**config.mk**
```make
export PLATFORM = sky130hd
export DESIGN_NAME = masked_vectored_interrupt_controller
export DESIGN_NICKNAME = d
export VERILOG_FILES = /design/src/hw/rtl/mvic_pkg.sv /design/src/hw/rtl/mvic_eval.sv /design/src/hw/rtl/masked_vectored_interrupt_controller.sv
export SDC_FILE = /design/constraint.sdc
export NUM_CORES = 1
export LEC_CHECK = 0
export BUFFER_PORTS_ARGS = -buffer_cell sky130_fd_sc_hd__buf_2
export CAP_MARGIN = 20
export CORE_MARGIN = 2
export CORE_UTILIZATION = 55
export CTS_BUF_LIST = sky130_fd_sc_hd__clkbuf_2 sky130_fd_sc_hd__clkbuf_4 sky130_fd_sc_hd__clkbuf_8
export DETAILED_ROUTE_END_ITERATION = 7
export PLACE_DENSITY = 0.76
export SYNTH_ARGS = -nofsm -noshare
export SYNTH_HDL_FRONTEND = slang
export SYNTH_SLANG_ARGS = --single-unit
```
**constraint.sdc**
```tcl
create_clock -name clk_i -period 8.8 [get_ports clk_i]
set_clock_uncertainty 0.2 [all_clocks]
set_input_delay 1.76 -clock clk_i [delete_from_list [all_inputs] [get_ports clk_i]]
set_output_delay 1.76 -clock clk_i [all_outputs]
set_load 0.02 [all_outputs]
```
**src/hw/rtl/mvic_pkg.sv**
```systemverilog
package mvic_pkg;

  localparam int unsigned CntBits    = 10;   // line counter width
  localparam int unsigned CfgBits    = 10;   // line_compare width
  localparam int unsigned CmpW       = (CntBits > CfgBits) ? CntBits : CfgBits;
  localparam int unsigned NumSources = 30;

  localparam logic [15:0] MaskReset  = 16'hBFFF;

  // source numbers with special handling
  localparam logic [4:0] SrcVblankOut = 5'd1;
  localparam logic [4:0] SrcHblank    = 5'd2;
  localparam logic [4:0] SrcTimer0    = 5'd3;

  typedef enum logic [1:0] {
    ReqRaise  = 2'd0,
    ReqMask   = 2'd1,
    ReqStatus = 2'd2
  } req_e;

  typedef struct packed {
    logic        irq_valid;
    logic [3:0]  irq_level;
    logic [6:0]  irq_vector;
    logic [15:0] status_now;
    logic        last;
  } result_t;

  typedef struct packed {
    logic [15:0]        status;
    logic [15:0]        mask;
    logic [CntBits-1:0] line_cnt;
  } state_t;

  function automatic logic [6:0] src_vector(input logic [4:0] src);
    logic [6:0] v;
    if (src < 5'd14) begin
      v = 7'h40 + {2'b00, src};
    end else begin
      v = 7'h50 + {2'b00, src - 5'd14};
    end
    return v;
  endfunction

  function automatic logic [3:0] src_level(input logic [4:0] src);
    logic [3:0] l;
    case (src) inside
      5'd0:          l = 4'hF;
      5'd1:          l = 4'hE;
      5'd2:          l = 4'hD;
      5'd3:          l = 4'hC;
      5'd4:          l = 4'hB;
      5'd5:          l = 4'hA;
      5'd6:          l = 4'h9;
      5'd7, 5'd8:    l = 4'h8;
      5'd9, 5'd10:   l = 4'h6;
      5'd11:         l = 4'h5;
      5'd12:         l = 4'h3;
      5'd13:         l = 4'h2;
      [5'd14:5'd17]: l = 4'h7;
      [5'd18:5'd21]: l = 4'h4;
      [5'd22:5'd29]: l = 4'h1;
      default:       l = 4'h0;
    endcase
    return l;
  endfunction

  // internal sources own one bit each; all external ones share bit 15
  function automatic logic [15:0] src_status(input logic [4:0] src);
    logic [15:0] s;
    if (src < 5'd14) begin
      s = 16'h0001 << src;
    end else begin
      s = 16'h8000;
    end
    return s;
  endfunction

endpackage

```
**src/hw/rtl/mvic_eval.sv**
```systemverilog
// One request against the current state: up to two results and the next state.
module mvic_eval (
  input  logic [1:0]                  req_type_i,
  input  logic [4:0]                  source_i,
  input  logic [15:0]                 data_i,
  input  logic [mvic_pkg::CfgBits-1:0] line_compare_i,
  input  mvic_pkg::state_t            state_i,
  output mvic_pkg::state_t            state_o,
  output mvic_pkg::result_t           res0_o,
  output mvic_pkg::result_t           res1_o,
  output logic                        two_o
);

  logic                         src_ok;
  logic [15:0]                  bit0;
  logic [15:0]                  status1;
  logic [15:0]                  status2;
  logic                         deliver0;
  logic                         deliver1;
  logic [mvic_pkg::CntBits-1:0] cnt_inc;
  logic                         match;

  assign src_ok   = source_i inside {[5'd0:5'd29]};
  assign bit0     = mvic_pkg::src_status(source_i);
  assign status1  = state_i.status | bit0;
  assign status2  = status1 | mvic_pkg::src_status(mvic_pkg::SrcTimer0);
  assign deliver0 = (state_i.mask & bit0) == 16'h0000;
  assign deliver1 = (state_i.mask & mvic_pkg::src_status(mvic_pkg::SrcTimer0)) == 16'h0000;
  assign cnt_inc  = state_i.line_cnt + 1'b1;
  assign match    = mvic_pkg::CmpW'(cnt_inc) == mvic_pkg::CmpW'(line_compare_i);

  always_comb begin
    state_o = state_i;
    res0_o  = '0;
    res1_o  = '0;
    two_o   = 1'b0;
    res0_o.status_now = state_i.status;
    res0_o.last       = 1'b1;
    case (mvic_pkg::req_e'(req_type_i))
      mvic_pkg::ReqMask: begin
        state_o.mask = data_i;
      end
      mvic_pkg::ReqStatus: begin
        state_o.status    = state_i.status & data_i;
        res0_o.status_now = state_i.status & data_i;
      end
      mvic_pkg::ReqRaise: begin
        if (src_ok) begin
          state_o.status    = status1;
          res0_o.irq_valid  = deliver0;
          res0_o.irq_level  = deliver0 ? mvic_pkg::src_level(source_i) : 4'h0;
          res0_o.irq_vector = deliver0 ? mvic_pkg::src_vector(source_i) : 7'h00;
          res0_o.status_now = status1;
          if (source_i == mvic_pkg::SrcHblank) begin
            state_o.line_cnt = cnt_inc;
            if (match) begin
              // compare hit: timer 0 follows the hblank result
              two_o             = 1'b1;
              res0_o.last       = 1'b0;
              state_o.status    = status2;
              res1_o.irq_valid  = deliver1;
              res1_o.irq_level  = deliver1 ? mvic_pkg::src_level(mvic_pkg::SrcTimer0) : 4'h0;
              res1_o.irq_vector = deliver1 ? mvic_pkg::src_vector(mvic_pkg::SrcTimer0) : 7'h00;
              res1_o.status_now = status2;
              res1_o.last       = 1'b1;
            end
          end else if (source_i == mvic_pkg::SrcVblankOut) begin
            state_o.line_cnt = '0;
          end
        end
      end
      default: begin
      end
    endcase
  end

endmodule

```
**src/hw/rtl/masked_vectored_interrupt_controller.sv**
```systemverilog
// Masked vectored interrupt controller. Each request on the slave stream is a
// source raise (tuser = 0), a mask write (1) or an AND-write of the pending
// status (2). A raise of a source 0..29 sets the source's status bit and
// delivers an interrupt with the source's fixed level and vector only when
// its mask bit is clear. Horizontal blank also bumps a line counter (wraps at
// 2^CntBits); when the new count equals line_compare, a second result
// follows for timer 0. Vertical blank out clears the counter. Every request
// yields one result, or two on a compare hit, the final one flagged by tlast.
// Timing: a request is registered, evaluated once the output buffer has room
// and its results land in a two-entry output buffer. Requests flow at one per
// cycle while the output is ready; a compare hit holds the evaluation stage
// while its second result drains. Mask and reset value of mask: 0xBFFF.
// line_compare is written on the cfg channel, which is always ready and
// should only be used idle.
module masked_vectored_interrupt_controller (
  input  logic        clk_i,
  input  logic        rst_ni,
  input  logic        s_axis_tvalid,
  output logic        s_axis_tready,
  input  logic [23:0] s_axis_tdata,   // [4:0] source, [20:5] data, [23:21] zero
  input  logic [1:0]  s_axis_tuser,   // [1:0] req_type
  output logic        m_axis_tvalid,
  input  logic        m_axis_tready,
  output logic [31:0] m_axis_tdata,   // [3:0] irq_level, [10:4] irq_vector,
                                      // [26:11] status_now, [31:27] zero
  output logic        m_axis_tuser,   // [0] irq_valid
  output logic        m_axis_tlast,   // last
  input  logic        cfg_valid_i,
  output logic        cfg_ready_o,
  input  logic [mvic_pkg::CfgBits-1:0] cfg_data_i
);

  // line compare register
  logic [mvic_pkg::CfgBits-1:0] line_compare_q;

  assign cfg_ready_o = 1'b1;

  always_ff @(posedge clk_i or negedge rst_ni) begin
    if (!rst_ni) begin
      line_compare_q <= '0;
    end else if (cfg_valid_i) begin
      line_compare_q <= cfg_data_i;
    end
  end

  // input register
  logic        in_valid_q;
  logic [1:0]  req_q;
  logic [4:0]  src_q;
  logic [15:0] data_q;

  // output buffer: head entry goes out first
  logic [1:0]          out_cnt_q, out_cnt_d;
  mvic_pkg::result_t   head_q, head_d;
  mvic_pkg::result_t   tail_q, tail_d;

  mvic_pkg::state_t    state_q, state_d;
  mvic_pkg::result_t   res0, res1;
  logic                two;

  logic pop;
  logic fire;
  logic room;

  assign pop  = m_axis_tvalid && m_axis_tready;
  // evaluate only when both buffer entries are free after this cycle
  assign room = (out_cnt_q == 2'd0) || ((out_cnt_q == 2'd1) && pop);
  assign fire = in_valid_q && room;

  assign s_axis_tready = !in_valid_q || fire;

  always_ff @(posedge clk_i or negedge rst_ni) begin
    if (!rst_ni) begin
      in_valid_q <= 1'b0;
    end else if (s_axis_tready) begin
      in_valid_q <= s_axis_tvalid;
    end
  end

  always_ff @(posedge clk_i) begin
    if (s_axis_tvalid && s_axis_tready) begin
      req_q  <= s_axis_tuser;
      src_q  <= s_axis_tdata[4:0];
      data_q <= s_axis_tdata[20:5];
    end
  end

  mvic_eval u_eval (
    .req_type_i     (req_q),
    .source_i       (src_q),
    .data_i         (data_q),
    .line_compare_i (line_compare_q),
    .state_i        (state_q),
    .state_o        (state_d),
    .res0_o         (res0),
    .res1_o         (res1),
    .two_o          (two)
  );

  // architectural state
  always_ff @(posedge clk_i or negedge rst_ni) begin
    if (!rst_ni) begin
      state_q.status   <= 16'h0000;
      state_q.mask     <= mvic_pkg::MaskReset;
      state_q.line_cnt <= '0;
    end else if (fire) begin
      state_q <= state_d;
    end
  end

  // buffer update
  always_comb begin
    out_cnt_d = out_cnt_q;
    head_d    = head_q;
    tail_d    = tail_q;
    if (fire) begin
      head_d    = res0;
      tail_d    = res1;
      out_cnt_d = two ? 2'd2 : 2'd1;
    end else if (pop) begin
      head_d    = tail_q;
      out_cnt_d = out_cnt_q - 2'd1;
    end
  end

  always_ff @(posedge clk_i or negedge rst_ni) begin
    if (!rst_ni) begin
      out_cnt_q <= 2'd0;
    end else begin
      out_cnt_q <= out_cnt_d;
    end
  end

  always_ff @(posedge clk_i) begin
    head_q <= head_d;
    tail_q <= tail_d;
  end

  assign m_axis_tvalid = out_cnt_q != 2'd0;
  assign m_axis_tdata  = {5'b00000, head_q.status_now, head_q.irq_vector, head_q.irq_level};
  assign m_axis_tuser  = head_q.irq_valid;
  assign m_axis_tlast  = head_q.last;

`ifndef ASSERT_OFF
  a_two_fill: assert property (@(posedge clk_i) disable iff (!rst_ni)
    fire && two |=> out_cnt_q == 2'd2)
    else $error("compare hit did not fill both buffer entries");

  a_head_not_last: assert property (@(posedge clk_i) disable iff (!rst_ni)
    (out_cnt_q != 2'd0) && !head_q.last |-> out_cnt_q == 2'd2)
    else $error("non-final result without its follower");

  a_accept_moves: assert property (@(posedge clk_i) disable iff (!rst_ni)
    s_axis_tvalid && s_axis_tready && in_valid_q |-> fire)
    else $error("request accepted over a held one");

  a_vblank_clear: assert property (@(posedge clk_i) disable iff (!rst_ni)
    fire && (req_q == mvic_pkg::ReqRaise) && (src_q == mvic_pkg::SrcVblankOut)
      |=> state_q.line_cnt == '0)
    else $error("vblank out did not clear line counter");
`endif

endmodule
```
==> run_results.csv, run 1 <==
group,metric,value,unit
clock_tree,cts-root-buf,"clkbuf_8",
floorplan,die_y,112,um
sta,relSlewSlack,29.4,%
global_routing,grt_max_degree,56,
synthesis,synth_area_leaders,"edfxtp_1 (32%), dfrtp_1 (16%), o21ai_0 (6.7%), dfstp_2 (6.1%), mux2_2 (4.7%)",
synthesis,synth_area_per_cell,10.7,um2
synthesis,synth_cells,599,
synthesis,synth-seq-cells,123,
global_routing,overflow,0,
global_routing,grt_pass1_vias,5006,
layout,drive_above_1_share,26.6,%
clock_tree,insertion_delay,0.45,ns
setup_path,crit_required,6.84,ns
global_routing,grtUsageMet1,34.4,%
synthesis,ys_seq_area_share,53.6,%
layout,final_util,63.1,%
setup_path,critPathBufInv,2,
synthesis,synthFlopType,"edfxtp_1",
floorplan,die_area,12500,um2
sta,rsz0062_at_grt,"no",
global_routing,antenna_found_initial,0,
clock_tree,cts.sink_count,123,
clock_tree,cts_buffers,17,
pwr,leakage,0.00279,uW
global_routing,use_met2,39.1,%
synthesis,synth-edff-count,68,
placement,portBuffers,68,
clock_tree,cts_tree,"done",
route,drt-vias-per-instance,6.11,
route,ant_nets,0,
global_routing,use_met3,7.88,%
floorplan,io_pins,78,
setup_path,crit_arrival,2.23,ns
worst_hold_path,hold_path_class,"reg2reg",
sta,finalSetupViolations,0,
floorplan,rows,39,
pwr,ir_drop,0.172,mV
synthesis,yosys_warnings,0,
sta,fmax,0.238,GHz
placement,hpwl,9.93,mm
sta,period_needed,4.19,ns
layout,final_cell_mix,"o21ai_0 (86), edfxtp_1 (68), buf_2 (68)",
global_routing,grt_pass1_wl,25.1,mm
pwr,p_switching,848,uW
global_routing,grt_busiest_layer,"met2",
setup_path,crit_top_cell,"buf_2",
setup_path,endpoint_kind,"primary output",
sta,finalHoldViolations,0,
synthesis,syn-cell-area,6420,um2
clock_tree,hold_buffers,0,
route,drt_first_pass_iters,6,
route,drt-initial-drc-count,336,
pwr,switching_share,37.9,%
pwr,power_frac_comb,33.5,%
status,status,"completed",
floorplan,die-width,112,um
layout,layout_commonest_cell,"o21ai_0",
sta,worstMarginPinSlew,1.06,ns
floorplan,start_util,56.2,%
floorplan,core-area,11400,um2
sta,period_share,47.7,%
synthesis,synth_cell_types,68,
global_routing,grt_util_all_layers,25.4,%
synthesis,async_flop_share,44.7,%
layout,nets,705,
pwr,clock_power_share,22.0,%
clock_tree,cts_max_path_buffers,2,
route,drt-total-wl,14.8,mm
setup_path,cp_slowest_cell,"buf_2",
setup_path,slowest_delay,0.16,ns
pwr,p_int,1390,uW
setup_path,worstPathMaxFanout,3,
clock_tree,htreeDepth,4,
sta,finalMaxSlewViolations,0,
clock_tree,cts-resized-gates,0,
setup_path,crit_family,"buffers and inverters",
layout,diodes,0,
sta,fin_tns_setup,0,ns
setup_path,crit_chain,"buf_2 -> a21oi_1 -> nand2_1 -> buf_2",
clock_tree,path_clk_slew,0.07,ns
setup_path,critPathLaunchType,"input pin",
setup_path,worstSetupPathType,"in2out",
synthesis,synth_top_area_share,31.8,%
clock_tree,cts_setup_buffers,0,
layout,area_growth_syn_to_layout,12.2,%
route,post-route-drc-count,0,
synthesis,yosysTopAreaCell,"edfxtp_1",
route,wl_per_cell,18.2,um
route,vias,4960,
pwr,power.density,311,nW/um2
layout,fillers,922,
placement,gp_congestion,0.839,
run,maxCapViolations,0,
pwr,pwr-share-seq,44.4,%
-- path summary, 6_finish.rpt --
| check | startpoint | to | cells after the start | slack (ns) |
|---|---|---|---|---|
| worst max-delay path | m_axis_tready | s_axis_tready | 4 | 4.61 |
| worst min-delay path | state_q[9] | state_q[9] | 1 | 0.31 |
| worst max register to register | out_cnt_q[0] | state_q[24] | 8 | 5.42 |
| worst min register to register | state_q[9] | state_q[9] | 1 | 0.31 |
| max in group asynchronous | rst_ni | state_q[34] | 2 | 6.66 |
| min in group asynchronous | rst_ni | state_q[7] | 2 | 1.25 |
-- metrics by stage --
stage	instances	hold WS, ns	power (uW)	area [um2]	setup slack [ns]
6_report	812	0.306	2240	7200	4.61
3_5_place_dp	779	0.293	1750	6800	4.23
3_3_place_gp	779	0.288	1710	6800	4.29
5_1_grt	812	0.336	2380	7200	4.51
4_1_cts	811	0.308	2240	7190	4.60
2_1_floorplan	603	0.265	1520	6430	4.81
-- metal layers --
metal | up-vias | share of wire [%]
met3 | 22 | 9.5
met1 | 2389 | 42
met5 | - | 0
li1 | 2307 | -
met2 | 242 | 47
met4 | 0 | 1.5
-- registers in the layout (all words and copies together) (netlist names) --
name            flops
src_q               5
m_axis_tlast        1
tail_q             17
data_q             16
line_compare_q     10
req_q               2
state_q            42
m_axis_tdata       27
out_cnt_q           2
in_valid_q          1
-- power by group through the flow --
stage / clock [uW] / combinational (uW) / sequential, uW
after floorplan: 0 / 469 / 1050
after global placement: 0 / 722 / 989
after detailed placement: 0 / 743 / 1000
after CTS: 501 / 748 / 993
after global routing: 526 / 835 / 1020
final: 493 / 751 / 995
-- worst reg2reg max path, delay by kind of cell (launching register included) --
| family | cells | cell delay (ns) |
|---|---|---|
| buffers and inverters | 3 | 1.02 |
| flip-flops | 1 | 0.39 |
| multiplexers | 1 | 0.51 |
| AO/OA/AOI/OAI | 1 | 0.12 |
| adder cells (fa/ha/maj) | 1 | 0.24 |
| AND/OR/NAND/NOR | 2 | 0.79 |
-- final cells by class --
type	count	area [um2]	area share, %
flip-flops and latches	123	3440	47.7
multi-input cells	423	2730	37.9
repair buffers	78	419	5.82
clock buffers	18	241	3.35
well taps	143	179	2.48
clock inverters	14	148	2.05
inverters	13	48.8	0.678
-- synthesized netlist by cell type (3+ instances only) --
cell type,count
nand2_1,53
or3_1,9
buf_1,6
ha_1,8
nand4_1,4
buf_2,10
dfrtp_1,40
mux2i_1,7
or2_2,4
a22o_1,4
nor4_2,6
nor2_1,41
inv_1,12
xnor2_1,7
o22a_1,6
a21oi_1,38
nor4_1,17
o21ai_0,86
nor3_1,15
a31oi_1,3
o31ai_1,4
clkbuf_1,18
a21o_1,7
mux2_2,27
and2_1,4
buf_4,8
dfstp_2,15
nand3_1,6
edfxtp_1,68
nand2b_1,5
xor2_1,8
nor2b_1,6
-- cell families after synthesis --
logic type	Yosys count	share of synthesized area [%]
AO/OA/AOI/OAI	166	15.7
XOR/XNOR	15	2.05
adder cells (fa/ha/maj)	8	1.56
buffers and inverters	57	4.23
flip-flops	123	53.6
multiplexers	35	6.24
other	2	0.117
AND/OR/NAND/NOR	193	16.5
(Power assumes the default switching activity.)
==> run 2, diff against run 1 <==
--- a/config.mk
+++ b/config.mk
@@ -11,7 +11,7 @@
 export CORE_UTILIZATION = 55
 export CTS_BUF_LIST = sky130_fd_sc_hd__clkbuf_2 sky130_fd_sc_hd__clkbuf_4 sky130_fd_sc_hd__clkbuf_8
 export DETAILED_ROUTE_END_ITERATION = 7
-export PLACE_DENSITY = 0.76
+export PLACE_DENSITY = 0.79
 export SYNTH_ARGS = -nofsm -noshare
 export SYNTH_HDL_FRONTEND = slang
 export SYNTH_SLANG_ARGS = --single-unit
==> constraint.sdc (replaced) <==
create_clock -name clk_i -period 3.8 [get_ports clk_i]
set_clock_uncertainty 0.2 [all_clocks]
set_input_delay 0.76 -clock clk_i [delete_from_list [all_inputs] [get_ports clk_i]]
set_output_delay 0.76 -clock clk_i [all_outputs]
set_load 0.02 [all_outputs]
==> run_results.csv, run 2 (synthesis results as in run 1) <==
group,metric,value,unit
status,status,"completed",
sta,fmax,0.327,GHz
clock_tree,cts_setup_buffers,0,
pwr,total_power,5060,uW
setup_path,worstSetupPathType,"reg2reg",
setup_path,r2r-end,"m_axis_tdata[0]",
route,post-route-drc-count,0,
setup_path,critPathLaunchType,"register",
global_routing,grt_pass1_vias,4683,
floorplan,core-area,11400,um2
worst_hold_path,hold_path_depth,1,
route,drt-initial-drc-count,466,
layout,drive_above_1_share,27.0,%
run,maxCapViolations,0,
sta,fin_tns_setup,0,ns
sta,relSlewSlack,20.8,%
floorplan,die-width,112,um
setup_path,ff2ff_setup_slack,0.74,ns
setup_path,endpoint_kind,"register",
route,vias,5012,
setup_path,r2r_cells,8,
worst_hold_path,hold_path_class,"in2reg",
layout,top_register,"state_q",
global_routing,grt_max_degree,45,
route,drt_first_pass_iters,6,
clock_tree,cts_max_path_buffers,2,
clock_tree,cts-root-buf,"clkbuf_8",
layout,final_util,63.2,%
pwr,leakage,0.00281,uW
setup_path,worstPathMaxFanout,30,
pwr,power_frac_comb,34.3,%
clock_tree,insertion_delay,0.44,ns
route,drt-total-wl,14.8,mm
pwr,p_switching,1940,uW
pwr,switching_share,38.3,%
sta,worstMarginPinSlew,1.18,ns
placement,hpwl,10.3,mm
clock_tree,path_clk_slew,0.07,ns
clock_tree,cts.sink_count,123,
sta,finalHoldViolations,0,
layout,largest_reg_flops,42,
floorplan,rows,39,
layout,diodes,0,
clock_tree,cts_buffers,17,
sta,period_needed,3.06,ns
sta,period_share,80.4,%
setup_path,r2r_start,"src_q[2]",
placement,portBuffers,68,
clock_tree,cts_tree,"done",
global_routing,grt_util_all_layers,24.4,%
setup_path,crit_arrival,3.02,ns
worst_hold_path,min_from,"s_axis_tdata[19]",
setup_path,crit_required,3.77,ns
sta,finalSetupViolations,0,
global_routing,antenna_found_initial,0,
pwr,power.density,702,nW/um2
sta,rsz0062_at_grt,"no",
clock_tree,htreeDepth,4,
layout,final_cell_mix,"o21ai_0 (86), edfxtp_1 (68), buf_2 (68)",
pwr,clock_power_share,19.7,%
pwr,p_int,3130,uW
floorplan,io_pins,78,
route,ant_nets,0,
global_routing,grt_pass1_wl,23.9,mm
layout,area_growth_syn_to_layout,12.5,%
pwr,pwr-share-seq,46.0,%
worst_hold_path,holdPathEnd,"data_q[14]",
layout,layout_commonest_cell,"o21ai_0",
route,wl_per_cell,18.0,um
placement,gp_congestion,0.917,
floorplan,start_util,56.2,%
route,drt-vias-per-instance,6.11,
floorplan,die_area,12500,um2
layout,nets,713,
sta,holdWs,0.289,ns
sta,finalMaxSlewViolations,0,
floorplan,die_y,112,um
global_routing,overflow,0,
pwr,ir_drop,0.372,mV
==> run 2: cell types whose count changed in the layout (fill, tap and decap cells not counted), moves of 2 or more <==
| cell | delta |
|---|---|
| clkbuf_4 | +3 |
| bufinv_16 | -2 |
| buf_4 | +7 |
| inv_6 | -2 |
==> run 2: power by group through the flow <==
stage          Clock (uW)  Sequential (uW)  Combinational (uW)
5_1_grt              1070             2380                1910
3_5_place_dp            0             2350                1720
3_3_place_gp            0             2320                1650
6_report              996             2330                1740
2_1_floorplan           0             2430                1080
4_1_cts              1020             2320                1730
==> run 2: area by class of cell <==
cell class                 instances  area (um2)
multi-input combinational        423        2720
timing repair buffer              86         490
tap                              143         179
sequential                       123        3440
fill                             949        4200
inverter                          13        48.8
clock buffer                      21         264
clock inverter                    11        75.1
==> run 2: routing by layer <==
| metal | part of all wire (%) | up-vias | wire length (um) | track usage [%] |
|---|---|---|---|---|
| met2 | 45 | 262 | 6700 | 36.1 |
| met3 | 9.1 | 33 | 1350 | 6.80 |
| li1 | - | 2329 | - | - |
| met4 | 2.6 | 0 | 389 | 10.4 |
| met1 | 43 | 2388 | 6360 | 34.1 |
| met5 | 0 | - | 0 | 0 |
==> run 2: timing repair <==
action	CTS	global route
hold buffers	0	1
resized for setup	0	0
hold endpoints to repair	0	6
endpoints found under the setup margin	0	0
==> run 2: through the flow <==
step | setup slack (ns) | std cells | cell area (um2)
2_1_floorplan | 1.05 | 603 | 6430
4_1_cts | 0.825 | 818 | 7190
6_report | 0.745 | 820 | 7220
3_5_place_dp | 0.854 | 786 | 6850
3_3_place_gp | 0.880 | 786 | 6850
5_1_grt | 0.472 | 820 | 7220
==> run 2: worst max-delay path by stage <==
stage                     startpoint         endpoint  slack, ns  cells past startpoint
after floorplan             src_q[1]      state_q[27]       1.05                      9
after global placement      src_q[2]      state_q[36]       0.88                      7
after CTS                   src_q[2]      state_q[27]       0.82                      7
final                       src_q[2]  m_axis_tdata[0]       0.74                      8
after detailed placement    src_q[2]      state_q[27]       0.85                      7
after global routing        src_q[2]  m_axis_tdata[0]       0.47                      8
==> run 2: critical path, stage by stage (launching register included) <==
cell and delay [ns]:
edfxtp_1 0.36, buf_4 0.33, ha_1 0.23, a21oi_1 0.07
nor3_1 0.78, buf_4 0.32, nor2_1 0.07, a221oi_1 0.32
nor3_1 0.10
